[src/hw/rtl/hgwc_pkg.sv]
// Package for the hand gesture window classifier.
// Holds the word types, register and gesture codes, and the controller/datapath
// command and status types. Depends on nothing.
package hgwc_pkg;

  // Number of past frames kept in the flag window.
  localparam int WINDOW_FRAMES = 16;
  localparam int WIN_IDX_W     = $clog2(WINDOW_FRAMES);
  localparam int CNT_W         = $clog2(WINDOW_FRAMES + 1);

  // A forward tap needs more than this many forward-tap flags in the window.
  localparam int TAP_COUNT_NEEDED = 2;

  // Configuration port geometry.
  localparam int CFG_AW = 4;
  localparam int CFG_DW = 32;

  typedef enum logic [1:0] {
    REG_LETGO_THR  = 2'd0,
    REG_GRAB_THR   = 2'd1,
    REG_STILL_THR  = 2'd2,
    REG_MIN_MOTION = 2'd3
  } reg_idx_t;

  typedef enum logic [1:0] {
    GEST_NONE  = 2'd0,
    GEST_TAP   = 2'd1,
    GEST_GRAB  = 2'd2,
    GEST_LETGO = 2'd3
  } gesture_t;

  typedef struct packed {
    logic signed [15:0] hand1_radial_velocity;
    logic signed [15:0] hand2_radial_velocity;
    logic        [15:0] hand1_speed;
    logic        [15:0] hand2_speed;
  } in_word_t;

  typedef struct packed {
    gesture_t gesture;
    logic     tap_marked;
  } out_word_t;

  typedef struct packed {
    logic [14:0] letgo_threshold;
    logic [14:0] grab_threshold;
    logic [15:0] still_threshold;
    logic [4:0]  min_motion_count;
  } cfg_t;

  // One window entry.
  typedef struct packed {
    logic grab;
    logic letgo;
    logic tap_fwd;
    logic tap_seen;
  } flags_t;

  typedef enum logic [1:0] {
    ST_IDLE   = 2'd0,
    ST_SCAN   = 2'd1,
    ST_DECIDE = 2'd2
  } state_t;

  typedef struct packed {
    logic                 load;      // register frame flags derived from the word, clear counts
    logic                 acc;       // add window entry at scan_idx to the counts
    logic [WIN_IDX_W-1:0] scan_idx;
    logic                 commit;    // decide, write window, load output register
  } dp_cmd_t;

  typedef struct packed {
    logic out_blocked;               // output register holds a word not yet taken
  } dp_status_t;

endpackage

[src/hw/rtl/hand_gesture_window_classifier.sv]
// Top level of the hand gesture window classifier: configuration registers,
// controller and datapath. Depends on hgwc_pkg, hgwc_ctrl and hgwc_dp.
//
//   Channel   Handshake               Word
//   ------    ---------------------   ----------------------------------------
//   input     in_valid / in_ready     in_data  (in_word_t: two velocities, speeds)
//   result    out_valid / out_ready   out_data (out_word_t: gesture, tap_marked)
//   config    psel/penable/pwrite     paddr, pwdata, prdata; pready tied high
//
// Each word passes a capture step that derives the frame flags, a walk of
// the flag window that adds each entry in turn into the shared counters, and a
// decide step that writes the window. Reset (rst_n, synchronous) clears the
// window, its write position and the registers to their defaults. A result
// that waits in the output register does not stop the next word from being
// accepted; only the decide step waits.
module hand_gesture_window_classifier import hgwc_pkg::*; (
  input  logic              clk,
  input  logic              rst_n,
  input  logic              in_valid,
  output logic              in_ready,
  input  in_word_t          in_data,
  output logic              out_valid,
  input  logic              out_ready,
  output out_word_t         out_data,
  input  logic              psel,
  input  logic              penable,
  input  logic              pwrite,
  input  logic [CFG_AW-1:0] paddr,
  input  logic [CFG_DW-1:0] pwdata,
  output logic [CFG_DW-1:0] prdata,
  output logic              pready
);

  // Configuration registers. The word address is paddr[3:2]; the low bits are
  // byte offsets and are ignored.
  cfg_t     cfg_r;
  reg_idx_t reg_idx;
  logic     cfg_wr;

  assign pready  = 1'b1;
  assign reg_idx = reg_idx_t'(paddr[CFG_AW-1:2]);
  assign cfg_wr  = psel && penable && pwrite;

  always_ff @(posedge clk) begin
    if (!rst_n) begin
      cfg_r.letgo_threshold  <= 15'd256;
      cfg_r.grab_threshold   <= 15'd256;
      cfg_r.still_threshold  <= 16'd64;
      cfg_r.min_motion_count <= 5'd3;
    end else if (cfg_wr) begin
      unique case (reg_idx)
        REG_LETGO_THR:  cfg_r.letgo_threshold  <= pwdata[14:0];
        REG_GRAB_THR:   cfg_r.grab_threshold   <= pwdata[14:0];
        REG_STILL_THR:  cfg_r.still_threshold  <= pwdata[15:0];
        REG_MIN_MOTION: cfg_r.min_motion_count <= pwdata[4:0];
        default: ;
      endcase
    end
  end

  always_comb begin
    unique case (reg_idx)
      REG_LETGO_THR:  prdata = {17'd0, cfg_r.letgo_threshold};
      REG_GRAB_THR:   prdata = {17'd0, cfg_r.grab_threshold};
      REG_STILL_THR:  prdata = {16'd0, cfg_r.still_threshold};
      REG_MIN_MOTION: prdata = {27'd0, cfg_r.min_motion_count};
      default:        prdata = '0;
    endcase
  end

  // The controller steps the datapath through capture, window walk and decision.
  dp_cmd_t    cmd;
  dp_status_t status;

  hgwc_ctrl u_ctrl (
    .clk      (clk),
    .rst_n    (rst_n),
    .in_valid (in_valid),
    .in_ready (in_ready),
    .status   (status),
    .cmd      (cmd)
  );

  hgwc_dp u_dp (
    .clk       (clk),
    .rst_n     (rst_n),
    .in_data   (in_data),
    .cfg       (cfg_r),
    .cmd       (cmd),
    .status    (status),
    .out_ready (out_ready),
    .out_valid (out_valid),
    .out_data  (out_data)
  );

`ifndef SYNTHESIS
  // Once a word is taken, no other is taken until its window walk is done.
  a_one_at_a_time: assert property (@(posedge clk) disable iff (!rst_n)
    (in_valid && in_ready) |=> !in_ready)
    else $error("input accepted while a word is in progress");

  // A decision never overwrites a result that is still waiting.
  a_no_overwrite: assert property (@(posedge clk) disable iff (!rst_n)
    cmd.commit |-> !(out_valid && !out_ready))
    else $error("output register overwritten before it was taken");

  // A marked tap always yields some gesture.
  a_mark_has_gesture: assert property (@(posedge clk) disable iff (!rst_n)
    (out_valid && out_data.tap_marked) |-> (out_data.gesture != GEST_NONE))
    else $error("tap marked but no gesture reported");

  // A reported tap is always a marked tap.
  a_tap_is_marked: assert property (@(posedge clk) disable iff (!rst_n)
    (out_valid && (out_data.gesture == GEST_TAP)) |-> out_data.tap_marked)
    else $error("tap reported without tap mark");
`endif

endmodule

[src/hw/rtl/hgwc_ctrl.sv]
// Controller of the hand gesture window classifier: sequences capture, window
// scan and decision. Depends on hgwc_pkg.
module hgwc_ctrl import hgwc_pkg::*; (
  input  logic       clk,
  input  logic       rst_n,
  input  logic       in_valid,
  output logic       in_ready,
  input  dp_status_t status,
  output dp_cmd_t    cmd
);

  localparam logic [WIN_IDX_W-1:0] LAST_IDX = WIN_IDX_W'(WINDOW_FRAMES - 1);

  state_t               state_r, state_nxt;
  logic [WIN_IDX_W-1:0] idx_r, idx_nxt;

  always_ff @(posedge clk) begin
    if (!rst_n) begin
      state_r <= ST_IDLE;
      idx_r   <= '0;
    end else begin
      state_r <= state_nxt;
      idx_r   <= idx_nxt;
    end
  end

  always_comb begin
    state_nxt    = state_r;
    idx_nxt      = idx_r;
    in_ready     = 1'b0;
    cmd          = '0;
    cmd.scan_idx = idx_r;
    unique case (state_r)
      ST_IDLE: begin
        in_ready = 1'b1;
        if (in_valid) begin
          cmd.load  = 1'b1;
          idx_nxt   = '0;
          state_nxt = ST_SCAN;
        end
      end
      ST_SCAN: begin
        cmd.acc = 1'b1;
        if (idx_r == LAST_IDX) begin
          state_nxt = ST_DECIDE;
        end else begin
          idx_nxt = idx_r + 1'b1;
        end
      end
      ST_DECIDE: begin
        if (!status.out_blocked) begin
          cmd.commit = 1'b1;
          state_nxt  = ST_IDLE;
        end
      end
      default: begin
        state_nxt = ST_IDLE;
      end
    endcase
  end

endmodule

[src/hw/rtl/hgwc_dp.sv]
// Datapath of the hand gesture window classifier: frame flags, flag window,
// window counters, decision and output register. Depends on hgwc_pkg.
module hgwc_dp import hgwc_pkg::*; (
  input  logic       clk,
  input  logic       rst_n,
  input  in_word_t   in_data,
  input  cfg_t       cfg,
  input  dp_cmd_t    cmd,
  output dp_status_t status,
  input  logic       out_ready,
  output logic       out_valid,
  output out_word_t  out_data
);

  flags_t               win_r [WINDOW_FRAMES];
  logic [WIN_IDX_W-1:0] pos_r;
  logic [CNT_W-1:0]     cnt_grab_r, cnt_letgo_r, cnt_tap_r, cnt_seen_r;
  logic                 grab_now_r, letgo_now_r, tapf_now_r, still_now_r;
  logic                 out_valid_r;
  out_word_t            out_word_r;

  // Frame flags; velocities are widened to 17 bits so the negated threshold fits.
  logic signed [16:0] v1, v2, lg, gr_neg;
  logic               v1_out, v2_out, v1_in, v2_in;

  always_comb begin
    v1     = {in_data.hand1_radial_velocity[15], in_data.hand1_radial_velocity};
    v2     = {in_data.hand2_radial_velocity[15], in_data.hand2_radial_velocity};
    lg     = $signed({2'b00, cfg.letgo_threshold});
    gr_neg = $signed(17'd0 - {2'b00, cfg.grab_threshold});
    v1_out = v1 > lg;
    v2_out = v2 > lg;
    v1_in  = v1 < gr_neg;
    v2_in  = v2 < gr_neg;
  end

  always_ff @(posedge clk) begin
    if (cmd.load) begin
      letgo_now_r <= v1_out && v2_out;
      grab_now_r  <= v1_in && v2_in;
      tapf_now_r  <= v1_out && (in_data.hand2_speed < cfg.still_threshold);
      still_now_r <= (in_data.hand1_speed < cfg.still_threshold) &&
                     (in_data.hand2_speed < cfg.still_threshold);
    end
  end

  flags_t entry;
  assign entry = win_r[cmd.scan_idx];

  always_ff @(posedge clk) begin
    if (cmd.load) begin
      cnt_grab_r  <= '0;
      cnt_letgo_r <= '0;
      cnt_tap_r   <= '0;
      cnt_seen_r  <= '0;
    end else if (cmd.acc) begin
      cnt_grab_r  <= cnt_grab_r  + CNT_W'(entry.grab);
      cnt_letgo_r <= cnt_letgo_r + CNT_W'(entry.letgo);
      cnt_tap_r   <= cnt_tap_r   + CNT_W'(entry.tap_fwd);
      cnt_seen_r  <= cnt_seen_r  + CNT_W'(entry.tap_seen);
    end
  end

  // Decision: grab outranks let go, both outrank tap.
  logic     tap_hit;
  gesture_t gesture;

  always_comb begin
    tap_hit = still_now_r && (32'(cnt_tap_r) > TAP_COUNT_NEEDED) && (cnt_seen_r == '0);
    priority if (still_now_r && (32'(cnt_grab_r) > 32'(cfg.min_motion_count))) begin
      gesture = GEST_GRAB;
    end else if (32'(cnt_letgo_r) > 32'(cfg.min_motion_count)) begin
      gesture = GEST_LETGO;
    end else if (tap_hit) begin
      gesture = GEST_TAP;
    end else begin
      gesture = GEST_NONE;
    end
  end

  always_ff @(posedge clk) begin
    if (!rst_n) begin
      for (int i = 0; i < WINDOW_FRAMES; i++) begin
        win_r[i] <= '0;
      end
      pos_r <= '0;
    end else if (cmd.commit) begin
      win_r[pos_r] <= '{grab: grab_now_r, letgo: letgo_now_r,
                        tap_fwd: tapf_now_r, tap_seen: tap_hit};
      if (pos_r == WIN_IDX_W'(WINDOW_FRAMES - 1)) begin
        pos_r <= '0;
      end else begin
        pos_r <= pos_r + 1'b1;
      end
    end
  end

  always_ff @(posedge clk) begin
    if (!rst_n) begin
      out_valid_r <= 1'b0;
    end else if (cmd.commit) begin
      out_valid_r <= 1'b1;
    end else if (out_ready) begin
      out_valid_r <= 1'b0;
    end
  end

  always_ff @(posedge clk) begin
    if (cmd.commit) begin
      out_word_r <= '{gesture: gesture, tap_marked: tap_hit};
    end
  end

  assign status.out_blocked = out_valid_r && !out_ready;
  assign out_valid          = out_valid_r;
  assign out_data           = out_word_r;

endmodule

[config.mk]
export PLATFORM = sky130hd
export DESIGN_NAME = hand_gesture_window_classifier
export DESIGN_NICKNAME = d
export VERILOG_FILES = /design/src/hw/rtl/hgwc_pkg.sv /design/src/hw/rtl/hand_gesture_window_classifier.sv /design/src/hw/rtl/hgwc_ctrl.sv /design/src/hw/rtl/hgwc_dp.sv
export SDC_FILE = /design/constraint.sdc
export NUM_CORES = 1
export LEC_CHECK = 0
export ABC_CLOCK_PERIOD_IN_PS = 2600
export CORE_ASPECT_RATIO = 0.8
export CORE_UTILIZATION = 58
export DETAILED_ROUTE_END_ITERATION = 12
export DONT_BUFFER_PORTS = 1
export GPL_ROUTABILITY_DRIVEN = 0
export PLACE_DENSITY = 0.78
export REMOVE_ABC_BUFFERS = 1
export SYNTH_ARGS = -nofsm -noshare
export SYNTH_HDL_FRONTEND = slang
export SYNTH_SLANG_ARGS = --single-unit
export TNS_END_PERCENT = 10
[constraint.sdc]
create_clock -name clk -period 2.6 [get_ports clk]
set_input_delay 0.39 -clock clk [delete_from_list [all_inputs] [get_ports clk]]
set_output_delay 0.39 -clock clk [all_outputs]
set_load 0.03 [all_outputs]
==> summary.txt, run 1 <==
Outcome
  – Status: finished with violations
  – Failing checks: negative setup slack

Routing
  – Post-DR wirelength/cell: 18.6 um
  – DRC violations left: 0
  – Vias per inst: 5.90
  – Post-DRT Antenna Nets: 0
  – TritonRoute pass-1 iters: 6
  – Via count: 7417
  – Drt first-iter violations: 552
  – Drt total wl: 23.4 mm

Worst setup path
  – Kind of critical path: reg -> reg
  – Endpoint type of the worst setup path: flip-flop
  – R2R cell count: 11
  – R2R Path Start: cfg_r[23]
  – Crit start category: flip-flop
  – R2R Path End: u_dp.grab_now_r
  – Setup crit start: cfg_r[23]
  – Reg2Reg Setup Slack: -0.13 ns
  – Required @ worst endpoint: 2.77 ns
  – Arr. time, crit path: 2.90 ns
  – CP Max Fanout: 4

Synth
  – Largest cells by area after synthesis: edfxtp_1 22%, dfxtp_1 18%, ha_1 14%, nand2_1 6.9%, mux4_2 5.6%
  – Synthesized area: 9660 um^2
  – Number of enable flip-flop cells after synthesis: 71
  – Post-synth top area cell: edfxtp_1
  – Share of the yosys chip area belonging to registers: 0.399
  – Async SR Flop Fraction: 0
  – Most instantiated cells after synthesis: 177 x nand2_1, 110 x ha_1, 86 x dfxtp_1
  – Post-synth cell types: 56
  – Synth warn: 0
  – Most common cell in the netlist: nand2_1
  – Post-Syn Instances: 996
  – Synth Register Bits: 157
  – Predominant post-synthesis flop cell: dfxtp_1
  – Syn Area/Cell: 9.70 um^2
  – Top cell type's share of synthesized area: 0.221

Final layout
  – Layout Nets: 1247
  – N_diodes: 0
  – Fill cells: 1228
  – Fin area: 10900 um^2
  – P&R area growth vs syn: 12.8%
  – Share of cells above drive strength 1: 0.146
  – Finished Core Util: 0.681

Floorplanning
  – Die ar.: 17200 um^2
  – Overall die height: 117 um
  – # IOs: 145
  – Starting density of the core: 0.603
  – Core area: 16000 um^2
  – Die Wd: 146 um
  – Rows: 41

Timing
  – Unrepaired setup endpoints after global routing: yes
  – Fin. Hold Viols: 0
  – Final period util: 1.05
  – Setup WS post-layout: -0.128 ns
  – Layout Skew: 0.00699 ns
  – WHS: 0.0963 ns
  – Final number of max-transition violations: 0
  – Worst rel slew slack: 0.433
  – Tmin final: 2.73 ns
  – Worst-Margin Slew: 0.847 ns
  – Fmax: 0.367 GHz
  – Setup-failing EPs final: 1

GRT
  – First-pass GRT wire length: 37.6 mm
  – GR Overflow Total: 0
  – Largest net degree at the start of global routing: 81
  – GR Util All Layers: 0.282
  – Initial antenna violation count: 0
  – Vias in the first global route: 7170

Job
  – Max cap viols: 0

Clocking
  – Clock-pin slew on the worst setup and hold paths: 0.06 ns
  – Root Buffer: clkbuf_16
  – CTS tree: done
  – Post-CTS Hold Buffers: 0
  – CTS Buffer Depth: 2
  – H-tree depth: 4
  – # clock sinks: 157
  – CTS buffer count: 17
  – Skew-Pair Late Insertion Delay: 0.42 ns

Pwr
  – Peak supply drop: 0.412 mV
  – Power Density: 522 nW/um^2
  – Leakage power: 4.45 nW

Place
  – Area after DPL: 10100 um^2
  – IO buf count: 0
  – DP HPWL: 17.6 mm

Hold path
  – Hold endpoint: cfg_r[50]
  – Worst hold start: pwdata[14]
  – Worst hold-check path type: in -> reg
  – Hold Path Stages: 2
-- power by group --
group | switching (W) | total, W | internal (W) | leakage, nW
Combinational | 0.000333 | 0.000607 | 0.000273 | 2.76
Sequential | 0.0000516 | 0.00269 | 0.00264 | 1.41
Clock | 0.00105 | 0.00238 | 0.00133 | 0.281
-- cell type report --
cell class / instances / area (um^2) / area share
Multi-Input combinational cell: 745 / 5550 / 0.510
Tap cell: 215 / 269 / 0.0247
Sequential cell: 157 / 3860 / 0.354
Clock buffer: 17 / 425 / 0.0391
Timing Repair Buffer: 62 / 478 / 0.0439
Clock inverter: 15 / 136 / 0.0125
Inverter: 47 / 176 / 0.0162
-- cell families after synthesis --
group	count (synthesis)	share of synthesized area
mux	42	0.0763
xor+xnor	30	0.0306
fa+ha+maj	111	0.144
buf+inv	109	0.0494
compound gates	157	0.107
other cells	2	0.000778
simple gates	388	0.193
flops	157	0.399
-- worst max path at each step --
| stage | endpoint | slack [ns] | depth (start not counted) |
|---|---|---|---|
| after floorplan | u_dp.grab_now_r | -0.12 | 11 |
| after global placement | u_dp.grab_now_r | -0.15 | 12 |
| after detailed placement | u_dp.grab_now_r | -0.19 | 11 |
| after CTS | u_dp.grab_now_r | -0.08 | 13 |
| after global routing | u_dp.grab_now_r | -0.25 | 14 |
| final | u_dp.grab_now_r | -0.13 | 11 |
-- timing repair --
item	4_1_cts	5_1_grt
setup endpoints to repair	1	2
gates resized for setup	22	10
pin swaps	13	17
buffers inserted	1	2
-- layout by cell type (no fill, tap or decap), types with 17 or more instances in the layout --
cell and n:
a21boi_0 44, a21oi_1 28, and2_1 19, and3_1 45, buf_4 61, clkbuf_16 17
conb_1 17, dfxtp_1 83, edfxtp_1 71, ha_1 106, inv_1 47, mux2i_1 17
mux4_2 24, nand2_1 175, nand4_1 21, nor2_1 51, nor2b_1 19, o21ai_0 32
xor2_1 21
-- state kept, by name, summed over array words and instances (netlist names), named ones only --
register          count
u_dp.cnt_seen_r       5
u_dp.cnt_grab_r       5
u_dp.tapf_now_r       1
u_dp.out_data         3
cfg_r                51
u_dp.letgo_now_r      1
u_dp.cnt_tap_r        5
u_dp.pos_r            4
u_dp.grab_now_r       1
u_dp.cnt_letgo_r      5
u_dp.still_now_r      1
u_dp.out_valid        1
u_ctrl.state_r        2
u_ctrl.idx_r          4
u_dp.win_r           64
-- stage by stage --
stage / setup WS (ns) / cells / total power (W) / TNS [ns]
after global placement: -0.145 / 1223 / 0.00329 / -0.145
after floorplan: -0.120 / 949 / 0.00313 / -1.03
final: -0.128 / 1258 / 0.00568 / -0.128
after global routing: -0.250 / 1258 / 0.00587 / -0.250
after detailed placement: -0.192 / 1223 / 0.00331 / -0.192
after CTS: -0.0784 / 1256 / 0.00569 / -0.0784
-- critical path: stages (launching register included) --
cell and delay, ns:
dfxtp_2 0.34, nor4_4 0.36, nand2_2 0.16, or3_4 0.39
xnor2_4 0.15, buf_4 0.14, ha_4 0.25, o211ai_1 0.07
a31oi_1 0.21, a31oi_1 0.13, mux2i_1 0.14, o21a_1 0.13
-- per-layer routing --
layer  share of wire  global-route usage  routed length, um
met3           0.088              0.0720               2060
met1            0.45               0.394              10400
met4           0.020              0.0768                464
met2            0.45               0.436              10500
met5               0                   0                  0
No activity file was read; power rests on OpenSTA's default activity.
==> inputs of run 2 (changes only) <==
- ABC_AREA: default -> 1
==> summary.txt, run 2 <==
Outcome
  – Status: finished with violations
  – Failing checks: negative setup slack

Worst setup path
  – Required @ worst endpoint: 2.79 ns
  – Endpoint type of the worst setup path: flip-flop
  – R2R Path Start: cfg_r[22]
  – R2R cell count: 20
  – Arr. time, crit path: 2.91 ns
  – Kind of critical path: reg -> reg
  – Crit start category: flip-flop
  – CP Max Fanout: 2
  – R2R Path End: u_dp.grab_now_r
  – Reg2Reg Setup Slack: -0.12 ns

Floorplanning
  – Die Wd: 146 um
  – Overall die height: 117 um
  – # IOs: 145
  – Starting density of the core: 0.601
  – Rows: 41
  – Core area: 16000 um^2
  – Die ar.: 17100 um^2

Timing
  – Final period util: 1.05
  – Layout Skew: 0.00878 ns
  – Final number of max-transition violations: 0
  – Tmin final: 2.72 ns
  – Setup WS post-layout: -0.118 ns
  – Unrepaired setup endpoints after global routing: yes
  – Setup-failing EPs final: 1
  – Worst-Margin Slew: 0.838 ns
  – Fin. Hold Viols: 0
  – Fmax: 0.368 GHz
  – Worst rel slew slack: 0.441

Final layout
  – N_diodes: 0
  – Post-Layout Cell Count: 1417
  – Layout Nets: 1406
  – Commonest non-fill, non-tap cells in the layout: 150 x nand2_1, 145 x inv_1, 131 x nor2_1, 111 x a21oi_1, 109 x ha_1
  – P&R area growth vs syn: 11.0%
  – Share of cells above drive strength 1: 0.105
  – Register with the most flip-flops: u_dp.win_r
  – Regs by FF count: u_dp.win_r (64), cfg_r (51)
  – Leading cell type in the layout, fill and taps excluded: nand2_1
  – Largest register FFs: 64

Place
  – IO buf count: 0
  – Place WS: -0.175 ns
  – Placed insts: 1384
  – DP HPWL: 17.3 mm

GRT
  – Largest net degree at the start of global routing: 72
  – Vias in the first global route: 7345
  – First-pass GRT wire length: 37.1 mm
  – GR Util All Layers: 0.282
  – GR Overflow Total: 0
  – Initial antenna violation count: 0

Synth
  – Largest cells by area after synthesis: edfxtp_1 22%, dfxtp_1 18%, ha_1 14%, nand2_1 6.0%, a21oi_1 5.8%
  – Async SR Flop Fraction: 0
  – Synth Register Bits: 157
  – Top cell type's share of synthesized area: 0.222
  – Syn Area/Cell: 8.26 um^2
  – Share of the yosys chip area belonging to registers: 0.401
  – Most common cell in the netlist: nand2_1
  – Synthesized area: 9610 um^2
  – Number of enable flip-flop cells after synthesis: 71
  – Most instantiated cells after synthesis: 153 x nand2_1, 146 x inv_1, 131 x nor2_1
  – Post-Syn Instances: 1164
  – Post-synth cell types: 46
  – Predominant post-synthesis flop cell: dfxtp_1
  – Post-synth top area cell: edfxtp_1
  – Synth warn: 0

Routing
  – TritonRoute pass-1 iters: 6
  – DRC violations left: 0
  – Post-DRT Antenna Nets: 0
  – Drt first-iter violations: 618
  – Via count: 7950
  – Drt total wl: 23.4 mm
  – Vias per inst: 5.61
  – Post-DR wirelength/cell: 16.5 um

Clocking
  – Post-CTS Hold Buffers: 0
  – Skew-Pair Late Insertion Delay: 0.43 ns
  – Root Buffer: clkbuf_16
  – # clock sinks: 157
  – CTS buffer count: 17
  – CTS Buffer Depth: 2
  – Clock-pin slew on the worst setup and hold paths: 0.07 ns
  – H-tree depth: 4
  – CTS tree: done

Job
  – Max cap viols: 0

Pwr
  – Power Density: 560 nW/um^2
  – Peak supply drop: 0.471 mV
  – Leakage power: 4.58 nW

Hold path
  – Hold endpoint: cfg_r[29]
  – Worst hold-check path type: in -> reg
  – Worst hold start: pwdata[8]
  – Hold Path Stages: 2
==> run 2: cell types whose count changed after synthesis, sizes merged, moves of 42 or more <==
cell | before | now
a21boi | 47 | 0
a21oi | 28 | 112
and3 | 45 | 3
inv | 47 | 155
nor2 | 53 | 142
o21ai | 32 | 102
==> run 2: final cells by class <==
cell class	count	area, um^2
fillers	1297	5330
well taps	215	269
clock inverters	14	129
clock buffers	18	450
inverters	156	586
multi-input cells	814	5050
repair buffers	43	335
flip-flops and latches	157	3860
==> run 2: report_power, final <==
part / switching (W) / total (W) / leakage (nW) / internal, W
registers: 0.0000458 / 0.00270 / 1.42 / 0.00266
logic: 0.000510 / 0.000804 / 2.87 / 0.000294
clock network: 0.00108 / 0.00247 / 0.290 / 0.00139
==> run 2: metrics by stage <==
step	util	TNS, ns	area, um^2	power (W)	hold slack [ns]
after floorplan	-	-0.0943	9410	0.00332	0.453
after global placement	0.625	-0.118	10000	0.00350	0.461
after detailed placement	0.625	-0.175	10000	0.00353	0.477
after CTS	0.662	-0.0430	10600	0.00598	0.0657
after global routing	0.667	-0.365	10700	0.00621	0.0884
final	0.667	-0.118	10700	0.00598	0.101
==> run 2: logic make-up (layout without fill, tap and decap cells) <==
| family | count (synthesis) | count (layout) | synth area share |
|---|---|---|---|
| AO/OA/AOI/OAI | 271 | 271 | 0.159 |
| XOR/XNOR | 14 | 14 | 0.0128 |
| buffers and inverters | 208 | 231 | 0.0884 |
| adder cells (fa/ha/maj) | 110 | 110 | 0.143 |
| AND/OR/NAND/NOR | 386 | 386 | 0.179 |
| flip-flops | 157 | 157 | 0.401 |
| multiplexers | 16 | 16 | 0.0167 |
| other | 2 | 17 | 0.000781 |
==> run 2: routing by layer <==
layer  vias up  track usage  part of all wire
li1       3974            -                 -
met1      3602        0.385              0.46
met2       338        0.443              0.43
met3        36       0.0729             0.090
met4         0       0.0842             0.021
met5         -            0                 0
==> run 2: how the worst max path moves through the flow <==
| stage | end | cells past startpoint | startpoint |
|---|---|---|---|
| floorplan | u_dp.cnt_grab_r[4] | 10 | flip-flop |
| global placement | u_dp.grab_now_r | 20 | cfg_r[22] |
| detailed placement | u_dp.grab_now_r | 20 | cfg_r[22] |
| CTS | u_dp.grab_now_r | 20 | cfg_r[22] |
| global route | u_dp.grab_now_r | 20 | cfg_r[22] |
| finish | u_dp.grab_now_r | 20 | cfg_r[22] |
==> run 2: worst max-delay path: stages (launching register included) <==
cell	delay (ns)
dfxtp_2	0.33
inv_2	0.07
ha_4	0.15
nand2_4	0.05
nor2_4	0.16
nand3_4	0.11
nor3_4	0.22
nand3_2	0.13
xnor2_2	0.17
ha_1	0.30
nand4_1	0.13
nor2_1	0.12
nand2_1	0.06
nor2_1	0.10
nand3_1	0.08
nand2_1	0.08
inv_2	0.04
nand2_2	0.04
nand2_1	0.04
nand2_1	0.08
nor2_2	0.03
==> run 2: repair_timing <==
item | 4_1_cts | 5_1_grt
setup buffers | 0 | 1
setup endpoints to repair | 1 | 1
gates resized for setup | 3 | 16
pin swaps | 1 | 19
==> inputs of run 3 (changes only) <==
- ABC_CLOCK_PERIOD_IN_PS: 2600 -> 2810
- CORE_UTILIZATION: 58 -> 65
- PLACE_DENSITY: 0.78 -> 0.81
- clock period: 2.6 -> 2.81 ns (I/O delays scaled with it)
==> summary.txt, run 3 (synthesized netlist as in run 2, its figures left out) <==
Final layout
  – Register with the most flip-flops: u_dp.win_r
  – Layout Nets: 1378
  – P&R area growth vs syn: 7.67%
  – Multi-input gate area: 5000 um^2
  – Register Area: 3850 um^2
  – Regs by FF count: u_dp.win_r (64), cfg_r (51)
  – N_diodes: 0
  – Leading cell type in the layout, fill and taps excluded: nand2_1
  – Share of cells above drive strength 1: 0.0724
  – Finished Core Util: 0.722
  – Fin area: 10400 um^2
  – Fill cells: 1105
  – Largest register FFs: 64
  – Commonest non-fill, non-tap cells in the layout: 153 x nand2_1, 146 x inv_1, 130 x nor2_1, 111 x a21oi_1, 109 x ha_1

Routing
  – Drt total wl: 23.1 mm
  – Drt first-iter violations: 741
  – DRC violations left: 0
  – TritonRoute pass-1 iters: 7
  – Post-DR wirelength/cell: 17.0 um
  – Vias per inst: 5.85
  – Post-DRT Antenna Nets: 0
  – Via count: 7947

Timing
  – Layout Skew: 0.0117 ns
  – Setup-failing EPs final: 1
  – Setup WS post-layout: -0.0478 ns
  – Fmax: 0.350 GHz
  – Unrepaired setup endpoints after global routing: yes
  – Final period util: 1.02
  – WHS: 0.114 ns
  – Final number of max-transition violations: 0
  – Worst-Margin Slew: 0.977 ns
  – Worst rel slew slack: 0.342
  – Tmin final: 2.86 ns
  – TNS Setup: -0.0478 ns
  – Fin. Hold Viols: 0

Clocking
  – Clock-pin slew on the worst setup and hold paths: 0.06 ns
  – # clock sinks: 157
  – Root Buffer: clkbuf_16
  – Skew-Pair Late Insertion Delay: 0.44 ns
  – Post-CTS Hold Buffers: 0
  – CTS Buffer Depth: 2
  – H-tree depth: 4
  – CTS buffer count: 17
  – CTS tree: done

Pwr
  – Peak supply drop: 0.483 mV
  – Leakage power: 4.40 nW
  – Power Density: 526 nW/um^2
  – Logic pwr share: 0.133
  – Clk pwr share: 0.407
  – Switching Share: 0.264
  – Int Power: 0.00401 W
  – Seq pwr share: 0.460
  – Switching power of the nets: 0.00144 W

GRT
  – GR Util All Layers: 0.317
  – First-pass GRT wire length: 36.9 mm
  – Largest net degree at the start of global routing: 72
  – Initial antenna violation count: 0
  – GR Overflow Total: 0
  – Vias in the first global route: 7692

Worst setup path
  – Endpoint type of the worst setup path: flip-flop
  – Arr. time, crit path: 3.06 ns
  – Crit start category: flip-flop
  – Required @ worst endpoint: 3.01 ns
  – CP Max Fanout: 3
  – Kind of critical path: reg -> reg
  – Reg2Reg Setup Slack: -0.05 ns

Place
  – DP HPWL: 17.0 mm
  – Area after DPL: 9750 um^2
  – Place WS: 0.0308 ns
  – IO buf count: 0

Floorplanning
  – Starting density of the core: 0.670
  – Core area: 14300 um^2
  – Overall die height: 111 um
  – Die ar.: 15300 um^2
  – Rows: 39
  – # IOs: 145
  – Die Wd: 138 um

Outcome
  – Failing checks: negative setup slack
  – Status: finished with violations

Job
  – Max cap viols: 0

Hold path
  – Worst hold-check path type: in -> reg
run 3: changes by cell type in the layout (fill, tap and decap cells not counted), sizes merged:
cell      delta
inv          -7
clkbuf       +1
clkinv       +3
bufinv       +1
clkinvlp     +2
buf         -28
run 3: power by group through the flow:
stage | sequential (W) | clock, W | combinational, W
after CTS | 0.00250 | 0.00222 | 0.000713
after global placement | 0.00255 | 0 | 0.000667
after global routing | 0.00251 | 0.00232 | 0.000829
after floorplan | 0.00255 | 0 | 0.000516
after detailed placement | 0.00255 | 0 | 0.000697
final | 0.00250 | 0.00221 | 0.000725
run 3: per-stage QoR:
stage / power [W] / cells
2_1_floorplan: 0.00307 / 1127
3_3_place_gp: 0.00321 / 1324
3_5_place_dp: 0.00325 / 1324
4_1_cts: 0.00543 / 1356
5_1_grt: 0.00566 / 1358
6_report: 0.00544 / 1358
run 3: final timing paths:
path	startpoint	end	cells past startpoint
worst max-delay path	cfg_r[22]	u_dp.grab_now_r	20
worst min register to register	u_dp.cnt_letgo_r[0]	u_dp.cnt_letgo_r[0]	2
worst min-delay path	pwdata[0]	cfg_r[0]	2
worst max register to register	cfg_r[22]	u_dp.grab_now_r	20
run 3: layout make-up:
cell class | count | share of cell area
Inverter | 156 | 0.0566
Clock buffer | 19 | 0.0418
Multi-Input combinational cell | 814 | 0.483
Sequential cell | 157 | 0.372
Timing Repair Buffer | 15 | 0.0121
Tap cell | 184 | 0.0222
Clock inverter | 13 | 0.0118
run 3: layer usage:
layer  vias up  routed length [um]  GRT usage
met5         -                   0          0
met4         0                 558      0.120
met3        49                2470     0.0837
met2       377               10100      0.476
met1      3604                9970      0.433
li1       3917                   -          -
run 3: what timing repair did:
action                                  4_1_cts  5_1_grt
resized for setup                             1        6
setup buffers                                 0        2
pin swaps                                     0        6
endpoints found under the setup margin        1        1
run 3: worst max-delay path, cell delays in order, from the launching register on:
cell	delay, ns
dfxtp_1	0.33
inv_1	0.10
ha_2	0.19
nand2_1	0.09
nor2_4	0.19
nand3_4	0.12
nor3_4	0.14
nand3_1	0.11
xnor2_1	0.17
ha_1	0.32
nand4_1	0.15
nor2_1	0.15
nand2_1	0.07
nor2_2	0.09
nand3_1	0.08
nand2_1	0.06
inv_1	0.05
nand2_1	0.06
nand2_1	0.06
nand2_1	0.07
nor2_2	0.04
